## config.mk

```make
export PLATFORM = sky130hd
export DESIGN_NAME = ir_onoff_frame_transceiver
export DESIGN_NICKNAME = d
export VERILOG_FILES = /design/src/ioft_pkg.sv /design/src/ir_onoff_frame_transceiver.sv /design/src/ioft_lane.sv /design/src/ioft_merge.sv /design/src/ioft_ram.sv
export SDC_FILE = /design/constraint.sdc
export NUM_CORES = 1
export LEC_CHECK = 0
export BUFFER_PORTS_ARGS = -buffer_cell sky130_fd_sc_hd__buf_2
export CORE_MARGIN = 10
export CORE_UTILIZATION = 55
export DETAILED_ROUTE_END_ITERATION = 12
export PLACE_DENSITY = 0.75
export SYNTH_ARGS = -nofsm -noshare
export SYNTH_HDL_FRONTEND = slang
export SYNTH_SLANG_ARGS = --single-unit
```

## constraint.sdc

```tcl
create_clock -name aclk -period 8.64 [get_ports aclk]
set_clock_uncertainty 0.1 [all_clocks]
set_input_delay 0.432 -clock aclk [delete_from_list [all_inputs] [get_ports aclk]]
set_output_delay 0.432 -clock aclk [all_outputs]
set_load 0.02 [all_outputs]
```

## src/ioft_pkg.sv

```systemverilog
// Types and constants shared by the IR on-off frame transceiver modules.
package ioft_pkg;

    localparam int WORD_BITS    = 15;
    localparam int SENSOR_COUNT = 8;
    localparam int SAMPLE_BITS  = 12;
    localparam int POS_W        = $clog2(WORD_BITS);
    localparam int DELAY_W      = 4;
    localparam int PEND_W       = 7;
    localparam int CFG_DATA_W   = 12;
    localparam int CFG_IDX_W    = 1;

    localparam logic CMD_FRAME   = 1'b0;
    localparam logic CMD_ENQUEUE = 1'b1;

    localparam logic [CFG_IDX_W-1:0] REG_THRESHOLD    = 1'b0;
    localparam logic [CFG_IDX_W-1:0] REG_SIGNAL_DELAY = 1'b1;

    typedef logic [SAMPLE_BITS-1:0] sample_t;

    typedef struct packed {
        logic                 cmd;
        sample_t              sensor_0;
        sample_t              sensor_1;
        sample_t              sensor_2;
        sample_t              sensor_3;
        sample_t              sensor_4;
        sample_t              sensor_5;
        sample_t              sensor_6;
        sample_t              sensor_7;
        logic [WORD_BITS-1:0] tx_word;
    } in_item_t;

    typedef struct packed {
        logic                    ir_on;
        logic [SENSOR_COUNT-1:0] near_mask;
        logic                    rx_word_valid;
        logic [WORD_BITS-1:0]    rx_word;
        logic                    rx_frame_end;
        logic                    tx_full;
        logic [PEND_W-1:0]       tx_pending;
    } out_item_t;

    // What one sensor lane reports to the merging stage.
    typedef struct packed {
        logic near;   // reading strictly below the threshold
        logic hit;    // reading at or below the threshold
    } lane_res_t;

endpackage

```

## src/ir_onoff_frame_transceiver.sv

```systemverilog
// Top level of the IR on-off frame transceiver: transmit queue, bit timing and receive framing.
// A result item is registered in the output register, or in the skid stage while the output is stalled.
// Throughput: one item per cycle while the skid stage is empty; all link state is updated in the single accept cycle.
// The transmit queue memory is read in advance at the next head address.
// Reset (aresetn low, synchronous) clears all control state; the queue memory is not cleared.
// Configuration resets to threshold zero and signal delay one.
module ir_onoff_frame_transceiver
    import ioft_pkg::*;
#(
    parameter int TX_DEPTH   = 64,
    parameter int FRAME_BITS = 75
) (
    input  logic                  aclk,
    input  logic                  aresetn,
    // Configuration write port.
    input  logic                  cfg_we,
    input  logic [CFG_IDX_W-1:0]  cfg_index,
    input  logic [CFG_DATA_W-1:0] cfg_wdata,
    // Input channel.
    input  logic                  s_valid,
    output logic                  s_ready,
    input  in_item_t              s_data,
    // Result channel.
    output logic                  m_valid,
    input  logic                  m_ready,
    output out_item_t             m_data
);

    localparam int PTR_W = $clog2(TX_DEPTH);
    localparam int CNT_W = $clog2(TX_DEPTH + 1);
    localparam int RXC_W = $clog2(FRAME_BITS);

    // Configuration registers.
    sample_t              threshold_reg;
    logic [DELAY_W-1:0]   signal_delay_reg;

    // Link state.
    logic [DELAY_W-1:0]   delay_count_reg, delay_count_next;
    logic [PTR_W-1:0]     tx_head_reg, tx_head_next;
    logic [PTR_W-1:0]     tx_tail_reg, tx_tail_next;
    logic [CNT_W-1:0]     tx_count_reg, tx_count_next;
    logic [POS_W-1:0]     tx_bit_idx_reg, tx_bit_idx_next;
    logic                 ir_state_reg, ir_state_next;
    logic                 rx_active_reg, rx_active_next;
    logic [RXC_W-1:0]     rx_bit_count_reg, rx_bit_count_next;
    logic [POS_W-1:0]     rx_pos_reg, rx_pos_next;
    logic [WORD_BITS-1:0] rx_shift_reg, rx_shift_next;

    // Queue memory and its head bypass.
    logic                 q_we;
    logic [WORD_BITS-1:0] q_rdata;
    logic                 byp_hit_reg;
    logic [WORD_BITS-1:0] byp_data_reg;
    logic [WORD_BITS-1:0] head_word;

    // Output register and skid stage.
    logic                 out_valid_reg;
    out_item_t            out_data_reg;
    logic                 skid_valid_reg;
    out_item_t            skid_data_reg;

    // Sensor lanes.
    sample_t   [SENSOR_COUNT-1:0] sensors;
    lane_res_t [SENSOR_COUNT-1:0] lane_res;
    logic      [SENSOR_COUNT-1:0] near_mask;
    logic                         rx_bit;

    // Receive working values.
    logic [WORD_BITS-1:0] rx_shift_base;
    logic [POS_W-1:0]     rx_pos_base;
    logic [RXC_W-1:0]     rx_cnt_base;
    logic [WORD_BITS-1:0] rx_word_new;

    logic      accept;
    out_item_t result;

    // The skid stage absorbs one item while the output register is stalled, so the
    // input side never waits on the output handshake combinationally.
    assign s_ready = !skid_valid_reg;
    assign accept  = s_valid && s_ready;
    assign m_valid = out_valid_reg;
    assign m_data  = out_data_reg;

    // Configuration writes.
    always_ff @(posedge aclk) begin
        if (!aresetn) begin
            threshold_reg    <= '0;
            signal_delay_reg <= DELAY_W'(1);
        end else if (cfg_we) begin
            unique case (cfg_index)
                REG_THRESHOLD: begin
                    threshold_reg <= cfg_wdata[SAMPLE_BITS-1:0];
                end
                REG_SIGNAL_DELAY: begin
                    signal_delay_reg <= cfg_wdata[DELAY_W-1:0];
                end
                default: begin
                end
            endcase
        end
    end

    // One compare lane per sensor, then the merging stage.
    assign sensors[0] = s_data.sensor_0;
    assign sensors[1] = s_data.sensor_1;
    assign sensors[2] = s_data.sensor_2;
    assign sensors[3] = s_data.sensor_3;
    assign sensors[4] = s_data.sensor_4;
    assign sensors[5] = s_data.sensor_5;
    assign sensors[6] = s_data.sensor_6;
    assign sensors[7] = s_data.sensor_7;

    for (genvar g = 0; g < SENSOR_COUNT; g++) begin : g_lane
        ioft_lane u_lane (
            .sample    (sensors[g]),
            .threshold (threshold_reg),
            .result    (lane_res[g])
        );
    end

    ioft_merge u_merge (
        .lane_res  (lane_res),
        .near_mask (near_mask),
        .rx_bit    (rx_bit)
    );

    // The memory is read every cycle at the next head address, so the head word is
    // ready in the following cycle. A write into that same address lands in the
    // bypass register instead, since the read returns the old contents then.
    ioft_ram #(
        .WIDTH (WORD_BITS),
        .DEPTH (TX_DEPTH)
    ) u_queue (
        .clk   (aclk),
        .we    (q_we),
        .waddr (tx_tail_reg),
        .wdata (s_data.tx_word),
        .raddr (tx_head_next),
        .rdata (q_rdata)
    );

    assign head_word = byp_hit_reg ? byp_data_reg : q_rdata;

    always_ff @(posedge aclk) begin
        if (!aresetn) begin
            byp_hit_reg <= 1'b0;
        end else begin
            byp_hit_reg <= q_we && (tx_tail_reg == tx_head_next);
        end
        byp_data_reg <= s_data.tx_word;
    end

    // Next-state logic for one accepted item.
    always_comb begin
        delay_count_next  = delay_count_reg;
        tx_head_next      = tx_head_reg;
        tx_tail_next      = tx_tail_reg;
        tx_count_next     = tx_count_reg;
        tx_bit_idx_next   = tx_bit_idx_reg;
        ir_state_next     = ir_state_reg;
        rx_active_next    = rx_active_reg;
        rx_bit_count_next = rx_bit_count_reg;
        rx_pos_next       = rx_pos_reg;
        rx_shift_next     = rx_shift_reg;
        q_we              = 1'b0;
        result            = '0;

        // A new frame starts from a clean word and bit count.
        rx_shift_base = rx_active_reg ? rx_shift_reg : '0;
        rx_pos_base   = rx_active_reg ? rx_pos_reg : '0;
        rx_cnt_base   = rx_active_reg ? rx_bit_count_reg : '0;
        rx_word_new   = rx_shift_base | (rx_bit ? (WORD_BITS'(1) << rx_pos_base) : '0);

        if (accept) begin
            if (s_data.cmd == CMD_ENQUEUE) begin
                // A full queue drops the codeword and flags it.
                if (tx_count_reg == CNT_W'(TX_DEPTH)) begin
                    result.tx_full = 1'b1;
                end else begin
                    q_we          = 1'b1;
                    tx_tail_next  = (tx_tail_reg == PTR_W'(TX_DEPTH - 1)) ?
                                    '0 : tx_tail_reg + PTR_W'(1);
                    tx_count_next = tx_count_reg + CNT_W'(1);
                end
            end else begin
                result.near_mask = near_mask;
                // The delay counter wraps freely, so lowering the delay below the
                // current count simply postpones the next bit period.
                if (delay_count_reg != signal_delay_reg) begin
                    delay_count_next = delay_count_reg + DELAY_W'(1);
                end else begin
                    delay_count_next = '0;

                    // Transmit: next bit of the head codeword, LSB first.
                    if (tx_count_reg != '0) begin
                        ir_state_next = head_word[tx_bit_idx_reg];
                        if (tx_bit_idx_reg == POS_W'(WORD_BITS - 1)) begin
                            tx_bit_idx_next = '0;
                            tx_head_next    = (tx_head_reg == PTR_W'(TX_DEPTH - 1)) ?
                                              '0 : tx_head_reg + PTR_W'(1);
                            tx_count_next   = tx_count_reg - CNT_W'(1);
                        end else begin
                            tx_bit_idx_next = tx_bit_idx_reg + POS_W'(1);
                        end
                    end else begin
                        ir_state_next = 1'b0;
                    end

                    // Receive: the first one bit opens a frame.
                    if (rx_active_reg || rx_bit) begin
                        rx_active_next = 1'b1;
                        if ((RXC_W + 1)'(rx_cnt_base) + (RXC_W + 1)'(1) ==
                            (RXC_W + 1)'(FRAME_BITS)) begin
                            // Last bit of the frame, a partial word included.
                            result.rx_word_valid = 1'b1;
                            result.rx_frame_end  = 1'b1;
                            result.rx_word       = rx_word_new;
                            rx_shift_next        = '0;
                            rx_bit_count_next    = '0;
                            rx_pos_next          = '0;
                            rx_active_next       = 1'b0;
                        end else begin
                            rx_bit_count_next = rx_cnt_base + RXC_W'(1);
                            if (rx_pos_base == POS_W'(WORD_BITS - 1)) begin
                                result.rx_word_valid = 1'b1;
                                result.rx_word       = rx_word_new;
                                rx_shift_next        = '0;
                                rx_pos_next          = '0;
                            end else begin
                                rx_shift_next = rx_word_new;
                                rx_pos_next   = rx_pos_base + POS_W'(1);
                            end
                        end
                    end
                end
            end
        end

        result.ir_on      = ir_state_next;
        result.tx_pending = PEND_W'(tx_count_next);
    end

    always_ff @(posedge aclk) begin
        if (!aresetn) begin
            delay_count_reg  <= '0;
            tx_head_reg      <= '0;
            tx_tail_reg      <= '0;
            tx_count_reg     <= '0;
            tx_bit_idx_reg   <= '0;
            ir_state_reg     <= 1'b0;
            rx_active_reg    <= 1'b0;
            rx_bit_count_reg <= '0;
            rx_pos_reg       <= '0;
            rx_shift_reg     <= '0;
        end else begin
            delay_count_reg  <= delay_count_next;
            tx_head_reg      <= tx_head_next;
            tx_tail_reg      <= tx_tail_next;
            tx_count_reg     <= tx_count_next;
            tx_bit_idx_reg   <= tx_bit_idx_next;
            ir_state_reg     <= ir_state_next;
            rx_active_reg    <= rx_active_next;
            rx_bit_count_reg <= rx_bit_count_next;
            rx_pos_reg       <= rx_pos_next;
            rx_shift_reg     <= rx_shift_next;
        end
    end

    // Output register with a one-item skid stage behind it.
    always_ff @(posedge aclk) begin
        if (!aresetn) begin
            out_valid_reg  <= 1'b0;
            skid_valid_reg <= 1'b0;
        end else begin
            if (!out_valid_reg || m_ready) begin
                if (skid_valid_reg) begin
                    out_valid_reg  <= 1'b1;
                    out_data_reg   <= skid_data_reg;
                    skid_valid_reg <= 1'b0;
                end else begin
                    out_valid_reg <= accept;
                    if (accept) begin
                        out_data_reg <= result;
                    end
                end
            end else if (accept) begin
                skid_valid_reg <= 1'b1;
                skid_data_reg  <= result;
            end
        end
    end

endmodule

```

## src/ioft_lane.sv

```systemverilog
// One sensor lane: compares a single reading against the threshold.
module ioft_lane
    import ioft_pkg::*;
(
    input  sample_t   sample,
    input  sample_t   threshold,
    output lane_res_t result
);

    always_comb begin
        result.near = (sample < threshold);
        result.hit  = (sample <= threshold);
    end

endmodule

```

## src/ioft_merge.sv

```systemverilog
// Merging stage: gathers the lane compares into the near mask and the received bit.
module ioft_merge
    import ioft_pkg::*;
(
    input  lane_res_t [SENSOR_COUNT-1:0] lane_res,
    output logic      [SENSOR_COUNT-1:0] near_mask,
    output logic                         rx_bit
);

    // The minimum reading is at or below the threshold exactly when any reading is.
    always_comb begin
        rx_bit = 1'b0;
        for (int i = 0; i < SENSOR_COUNT; i++) begin
            near_mask[i] = lane_res[i].near;
            rx_bit       = rx_bit | lane_res[i].hit;
        end
    end

endmodule

```

## src/ioft_ram.sv

```systemverilog
// Generic single-write, single-read RAM with a registered read port.
module ioft_ram #(
    parameter int WIDTH = 15,
    parameter int DEPTH = 64
) (
    input  logic                     clk,
    input  logic                     we,
    input  logic [$clog2(DEPTH)-1:0] waddr,
    input  logic [WIDTH-1:0]         wdata,
    input  logic [$clog2(DEPTH)-1:0] raddr,
    output logic [WIDTH-1:0]         rdata
);

    logic [WIDTH-1:0] mem [DEPTH];

    always_ff @(posedge clk) begin
        if (we) begin
            mem[waddr] <= wdata;
        end
        rdata <= mem[raddr];
    end

endmodule

```

==> results by group, run 1 <==
Outcome
  – Outcome: completed

Synthesis
  – Sequential area share after synthesis: 0.705
  – Distinct cell type count of the synthesized netlist: 69
  – Synthesized net count: 3,420
  – Number of enable-type register cells in the synthesized netlist: 1,028
  – Number of synthesized register bits: 1,132
  – Synth top area cells: edfxtp_1, mux2i_1, dfxtp_1
  – Most used flip-flop cell after synthesis: edfxtp_1
  – Synthesized netlist cell count: 3,184
  – Fraction of post-synthesis cell area in the top cell type by area: 0.660
  – Synth area leader: edfxtp_1
  – Ys async rst share: 0
  – Yosys warning count: 0
  – Per-instance average area after synthesis: 14.7 um^2
  – Synthesized cell area: 46,700 um^2

Setup path
  – Critical Path Max Stage Delay: 0.66 ns
  – Most frequent CP cell: nand4_1
  – Worst setup EP type: flip-flop
  – Worst setup path startpoint: delay_count_reg[0]
  – Required time of the critical path: 9.04 ns
  – Cell with the largest stage delay on the worst path: mux2_8
  – Cell chain of the critical path: xnor2_1 -> nand4_1 -> nor3_4 -> mux2_8 -> buf_12 -> mux2i_1 -> a222oi_1 -> and3_1 -> a31oi_1 -> nand4_1
  – Maximum fanout along the worst path: 135
  – Worst reg2reg setup slack: 3.78 ns
  – Data arrival time of the worst path: 5.26 ns
  – Launch point of the worst reg-to-reg path: delay_count_reg[0]
  – Start-to-end type of the worst setup path: reg -> reg
  – Critical path launch point type: flip-flop

Detailed routing
  – Per-cell routed wire length: 25.7 um
  – Number of iterations in the first detailed-routing pass: 8
  – Remaining design rule violation count: 0
  – DRT iter0 DRCs: 4,001
  – Antenna-violating nets left: 0
  – Average vias per placed instance: 6.22
  – Routed vias: 28,700
  – Total wire length after detailed routing: 119,000 um

Floorplan
  – Initial core utilization: 0.557
  – Number of placement rows: 106
  – Die Ht: 312 um
  – Core Footprint: 84,000 um^2
  – Count of boundary I/O pins: 166
  – Die width: 312 um
  – Die area: 97,100 um^2

Cells and area
  – Signed area change from the synthesized netlist to the final layout: 12.3%
  – Number of nets in the layout: 3,626
  – Max reg flops: 960
  – Cell area after layout: 52,500 um^2
  – Most common cell after layout, fill and taps aside: edfxtp_1
  – FILL cells: 6,059
  – Commonest cells after routing, fill and taps aside: edfxtp_1, nand2_1, mux2i_1
  – Share of layout cells above drive strength 1: 0.133

Global route
  – Maximum number of pins on one net before global-route repair: 144
  – Number of antenna violations at the first check in global routing: 4
  – GR Util All Layers: 0.236
  – Grt peak-use layer: met2
  – Global-route track usage on met1: 0.315
  – Number of global-route vias before repair: 27,800
  – GR Layer Usage met3: 0.0424
  – Sum of overflow across all layers after global routing: 0
  – Wire length of the first global-routing pass: 176,000 um
  – Met2 GRT Util: 0.379

Timing
  – Share of the cycle needed by the critical path after routing: 0.562
  – Sum of negative setup slack: 0 ns
  – Final Worst Setup Slack: 3.78 ns
  – Setup repair after global routing missed its margin: no
  – Remaining max-slew budget at the tightest pin: 0.234
  – Worst slew pin tran: 1.15 ns
  – Shortest clock period the worst path allows after layout: 4.86 ns
  – Final hold violation count: 0
  – Setup-failing EPs final: 0
  – Final number of max-transition violations: 0
  – Highest attainable clock frequency: 206 MHz

Clock network
  – Clock latency at the later pin of the worst-skew pair: 0.68 ns
  – Clock slew at reported path FFs: 0.06 ns
  – Cell chosen for the clock root: clkbuf_16
  – Maximum buffer depth of the clock tree: 3
  – # Post-CTS Setup Buffers: 0
  – Clock tree from TritonCTS: built
  – Post-cts gate resize count: 0
  – Number of buffers created by CTS: 107
  – Count of clock tree sinks: 1,132
  – Number of H-tree branching levels: 3

Hold path
  – Hold_sp: s_data[111]
  – Class of the tightest hold or removal check: in -> reg

Place
  – DP Wirelength: 69,400 um
  – Input/output buffers: 165
  – Place WS: 3.80 ns
  – Post-Place Cell Area: 48,900 um^2
  – Gpl congestion: 0.874

Power
  – Static Leakage: 17.4 nW
  – Power density normalized to cell area: 206 nW/um^2
  – Worst vdd ir: 0.175 mV

Run
  – Max capacitance violation total: 0
-- stage by stage --
stage                     instances  power [mW]  utilization  hold slack [ns]
final                          4618        10.8        0.625            0.143
after global routing           4617        11.1        0.625            0.143
after CTS                      4616        10.9        0.625            0.105
after detailed placement       4398        6.47        0.583            0.348
after global placement         4398        6.46        0.583            0.343
after floorplan                3184        6.28            -            0.330
-- power by group --
part	switching, mW	internal [mW]	total, mW	leakage, nW
combinational	0.240	0.111	0.350	5.62
clock	2.01	2.46	4.47	1.65
sequential	0.0183	6.00	6.01	10.1
-- kinds of logic after synthesis --
logic type	count (synthesis)	synth area share
adder cells (fa/ha/maj)	106	0.0284
multiplexers	370	0.0805
buffers and inverters	220	0.0230
flip-flops	1132	0.705
AND/OR/NAND/NOR	921	0.0923
AO/OA/AOI/OAI	410	0.0663
XOR/XNOR	25	0.00468
-- worst paths after layout --
check,cells after the start,to
worst max-delay path,10,u_queue.rdata[8]
worst min-delay path,2,skid_data_reg[25]
worst max register to register,10,u_queue.rdata[8]
worst min register to register,2,threshold_reg[5]
-- final cells by class --
cell class / count / area (um^2) / share of cell area
inverters: 40 / 150 / 0.00286
flip-flops and latches: 1132 / 33000 / 0.628
clock buffers: 143 / 2880 / 0.0549
multi-input cells: 1832 / 12800 / 0.244
repair buffers: 277 / 1770 / 0.0337
diodes: 2 / 5.00 / 0.0000953
well taps: 1134 / 1420 / 0.0270
clock inverters: 58 / 494 / 0.00941
-- repair_timing --
action                                  CTS  global route
endpoints found under the setup margin    0             0
hold buffers                             17             0
hold endpoints to repair                 18             0
-- cells in the mapped netlist, drive strengths merged, types with 6 or more instances --
| cell type | instances |
|---|---|
| dfxtp | 104 |
| xnor2 | 14 |
| a32oi | 11 |
| o31ai | 15 |
| o21a | 11 |
| nand3b | 6 |
| clkbuf | 81 |
| a22o | 10 |
| inv | 40 |
| mux2 | 7 |
| a41oi | 8 |
| and3 | 62 |
| nand2 | 403 |
| xor2 | 11 |
| nor2 | 133 |
| nand2b | 6 |
| or3 | 7 |
| ha | 106 |
| nor2b | 16 |
| nor3 | 29 |
| a31oi | 62 |
| buf | 99 |
| a22oi | 6 |
| nand4 | 55 |
| o21ai | 44 |
| nand3 | 157 |
| a21oi | 63 |
| o211ai | 7 |
| a222oi | 112 |
| a21o | 31 |
| and2 | 21 |
| mux2i | 359 |
| edfxtp | 1028 |
-- worst max-delay path: cells and delay by family (launching register included) --
family                 cells  cell delay, ns
AO/OA/AOI/OAI              2            0.72
XOR/XNOR                   1            0.17
buffers and inverters      1            0.63
flip-flops                 1            0.42
multiplexers               2            0.96
AND/OR/NAND/NOR            4            1.49
-- metal layers --
layer / routed length (um) / share of wire
met5: 13 / 0.00011
met4: 5450 / 0.046
met3: 11200 / 0.094
met2: 55500 / 0.47
met1: 46600 / 0.39
Power figures use the tool's default switching activity.
==> run 2, diff against run 1 <==
Settings changed: PLACE_DENSITY 0.75 to 0.78.
Clock period 8.64 ns to 4.2 ns, I/O delays scaled along.
==> run 2 against run 1 <==
Against the previous run:
- register-to-register slack got worse by 3.7 ns
- total power increased by 110%
- via count increased by 1.3%
- worst setup slack got worse by 3.7 ns
- largest power group unchanged
- clock power increased by 120%
- core utilization increased by 1.1 points
- design area increased by 1.8%
- sequential cell count unchanged
- die area unchanged
==> results by group, run 2 (synthesis results as in run 1) <==
Outcome
  – Outcome: completed

Place
  – Input/output buffers: 165
  – Gpl congestion: 0.893
  – DP Wirelength: 71,400 um
  – Number of placed instances, taps included: 4,455
  – Place WS: 0.0473 ns

Hold path
  – Hold Path Depth: 1
  – End point of the most critical hold path: u_queue.mem[55][0]
  – Hold_sp: s_data[0]
  – Class of the tightest hold or removal check: in -> reg

Global route
  – GR Util All Layers: 0.235
  – Maximum number of pins on one net before global-route repair: 88
  – Sum of overflow across all layers after global routing: 0
  – Number of antenna violations at the first check in global routing: 3
  – Number of global-route vias before repair: 28,400
  – Wire length of the first global-routing pass: 176,000 um

Setup path
  – Critical Path Max Stage Delay: 0.68 ns
  – RR Endpoint: u_queue.rdata[7]
  – Required time of the critical path: 4.73 ns
  – Worst reg-to-reg path cell count: 12
  – Start-to-end type of the worst setup path: reg -> reg
  – Worst setup EP type: flip-flop
  – Maximum fanout along the worst path: 60
  – Number of buffer and inverter instances along the worst setup path: 3
  – Cell chain of the critical path: inv_1 -> ha_1 -> nor3b_1 -> and2_1 -> nor3_4 -> mux2_8 -> buf_16 -> buf_12 -> mux2i_1 -> a222oi_1 -> a31oi_1 -> nand4_1
  – Cell with the largest stage delay on the worst path: a222oi_1
  – Critical path launch point type: flip-flop
  – Launch point of the worst reg-to-reg path: tx_count_reg[0]
  – Data arrival time of the worst path: 4.63 ns
  – Worst reg2reg setup slack: 0.11 ns
  – Family of cells with the greatest summed delay on the critical path: compound AO/OA/AOI/OAI gates
  – Worst setup path startpoint: tx_count_reg[0]

Timing
  – Worst slew pin tran: 1.32 ns
  – Share of the cycle needed by the critical path after routing: 0.975
  – Shortest clock period the worst path allows after layout: 4.09 ns
  – Final Worst Setup Slack: 0.105 ns
  – Setup repair after global routing missed its margin: yes
  – Final number of max-transition violations: 0
  – Remaining max-slew budget at the tightest pin: 0.120
  – Highest attainable clock frequency: 244 MHz
  – Setup-failing EPs final: 0
  – Final hold violation count: 0
  – Sum of negative setup slack: 0 ns

Clock network
  – Maximum buffer depth of the clock tree: 3
  – # Post-CTS Setup Buffers: 0
  – Clock tree from TritonCTS: built
  – Number of buffers created by CTS: 108
  – Cell chosen for the clock root: clkbuf_16
  – Clock slew at reported path FFs: 0.07 ns
  – Count of clock tree sinks: 1,132
  – Number of H-tree branching levels: 3
  – Clock latency at the later pin of the worst-skew pair: 0.70 ns

Floorplan
  – Die Ht: 312 um
  – Count of boundary I/O pins: 166
  – Number of placement rows: 106
  – Die width: 312 um
  – Die area: 97,100 um^2
  – Initial core utilization: 0.557
  – Core Footprint: 84,000 um^2

Cells and area
  – Share of layout cells above drive strength 1: 0.147
  – Max reg flops: 960
  – FILL cells: 5,783
  – Number of nets in the layout: 3,703
  – Inserted Diodes: 0
  – Most common cell after layout, fill and taps aside: edfxtp_1
  – Share of the core filled with cells: 0.636
  – Signed area change from the synthesized netlist to the final layout: 14.3%
  – Non-filler instance count after layout: 4,691
  – Commonest cells after routing, fill and taps aside: edfxtp_1, nand2_1, mux2i_1

Detailed routing
  – DRT iter0 DRCs: 3,792
  – Remaining design rule violation count: 0
  – Number of iterations in the first detailed-routing pass: 9
  – Antenna-violating nets left: 0
  – Routed vias: 29,100
  – Total wire length after detailed routing: 118,000 um
  – Per-cell routed wire length: 25.1 um
  – Average vias per placed instance: 6.20

Power
  – Power density normalized to cell area: 426 nW/um^2
  – Static Leakage: 17.8 nW
  – Worst vdd ir: 0.440 mV

Run
  – Max capacitance violation total: 0
[run 2: changes by cell type in the layout (fill, tap and decap cells not counted), sizes merged]
cell         change
inv              +1
diode            -2
clkbuf          -20
clkinvlp         +5
bufinv           +8
dlygate4sd3     +19
clkinv           +5
buf             +57
[run 2: routing by layer]
metal	share of wire	vias to the layer above	global-route usage	wire, um
li1	-	12900	-	-
met1	0.39	14200	0.313	45700
met2	0.47	1712	0.374	55100
met3	0.10	289	0.0454	11800
met4	0.045	4	0.0991	5270
met5	0.00020	-	0	24
[run 2: worst max path at each step]
stage / to / slack [ns] / cells past startpoint
final: u_queue.rdata[7] / 0.11 / 12
after global routing: u_queue.rdata[7] / -0.003 / 12
after CTS: u_queue.rdata[6] / 0.003 / 13
after detailed placement: u_queue.rdata[6] / 0.05 / 13
after global placement: u_queue.rdata[6] / 0.20 / 13
after floorplan: m_data[21] / 0.68 / 16
[run 2: per-stage QoR]
step,instance area [um^2],hold slack (ns),power (mW)
2_1_floorplan,46700,0.138,12.9
3_3_place_gp,49500,0.320,13.3
3_5_place_dp,49500,0.315,13.3
4_1_cts,53400,0.00856,22.8
5_1_grt,53400,0.0394,23.4
6_report,53400,0.0324,22.7
[run 2: timing repair]
item                       4_1_cts  5_1_grt
hold endpoints to repair       114        0
setup endpoints to repair        0        5
hold buffers                    36        0
gates resized for setup          0        4
[run 2: final cells by class]
type	count	area, um^2	share of cell area
multi-input combinational	1832	12800	0.240
sequential	1132	33000	0.617
timing repair buffer	353	2550	0.0478
clock buffer	123	2800	0.0524
tap	1134	1420	0.0266
clock inverter	77	736	0.0138
inverter	40	150	0.00281
[run 2: power breakdown]
part	switching (mW)	total [mW]	internal, mW
clock network	4.16	9.63	5.47
logic	0.504	0.750	0.246
registers	0.0334	12.4	12.3
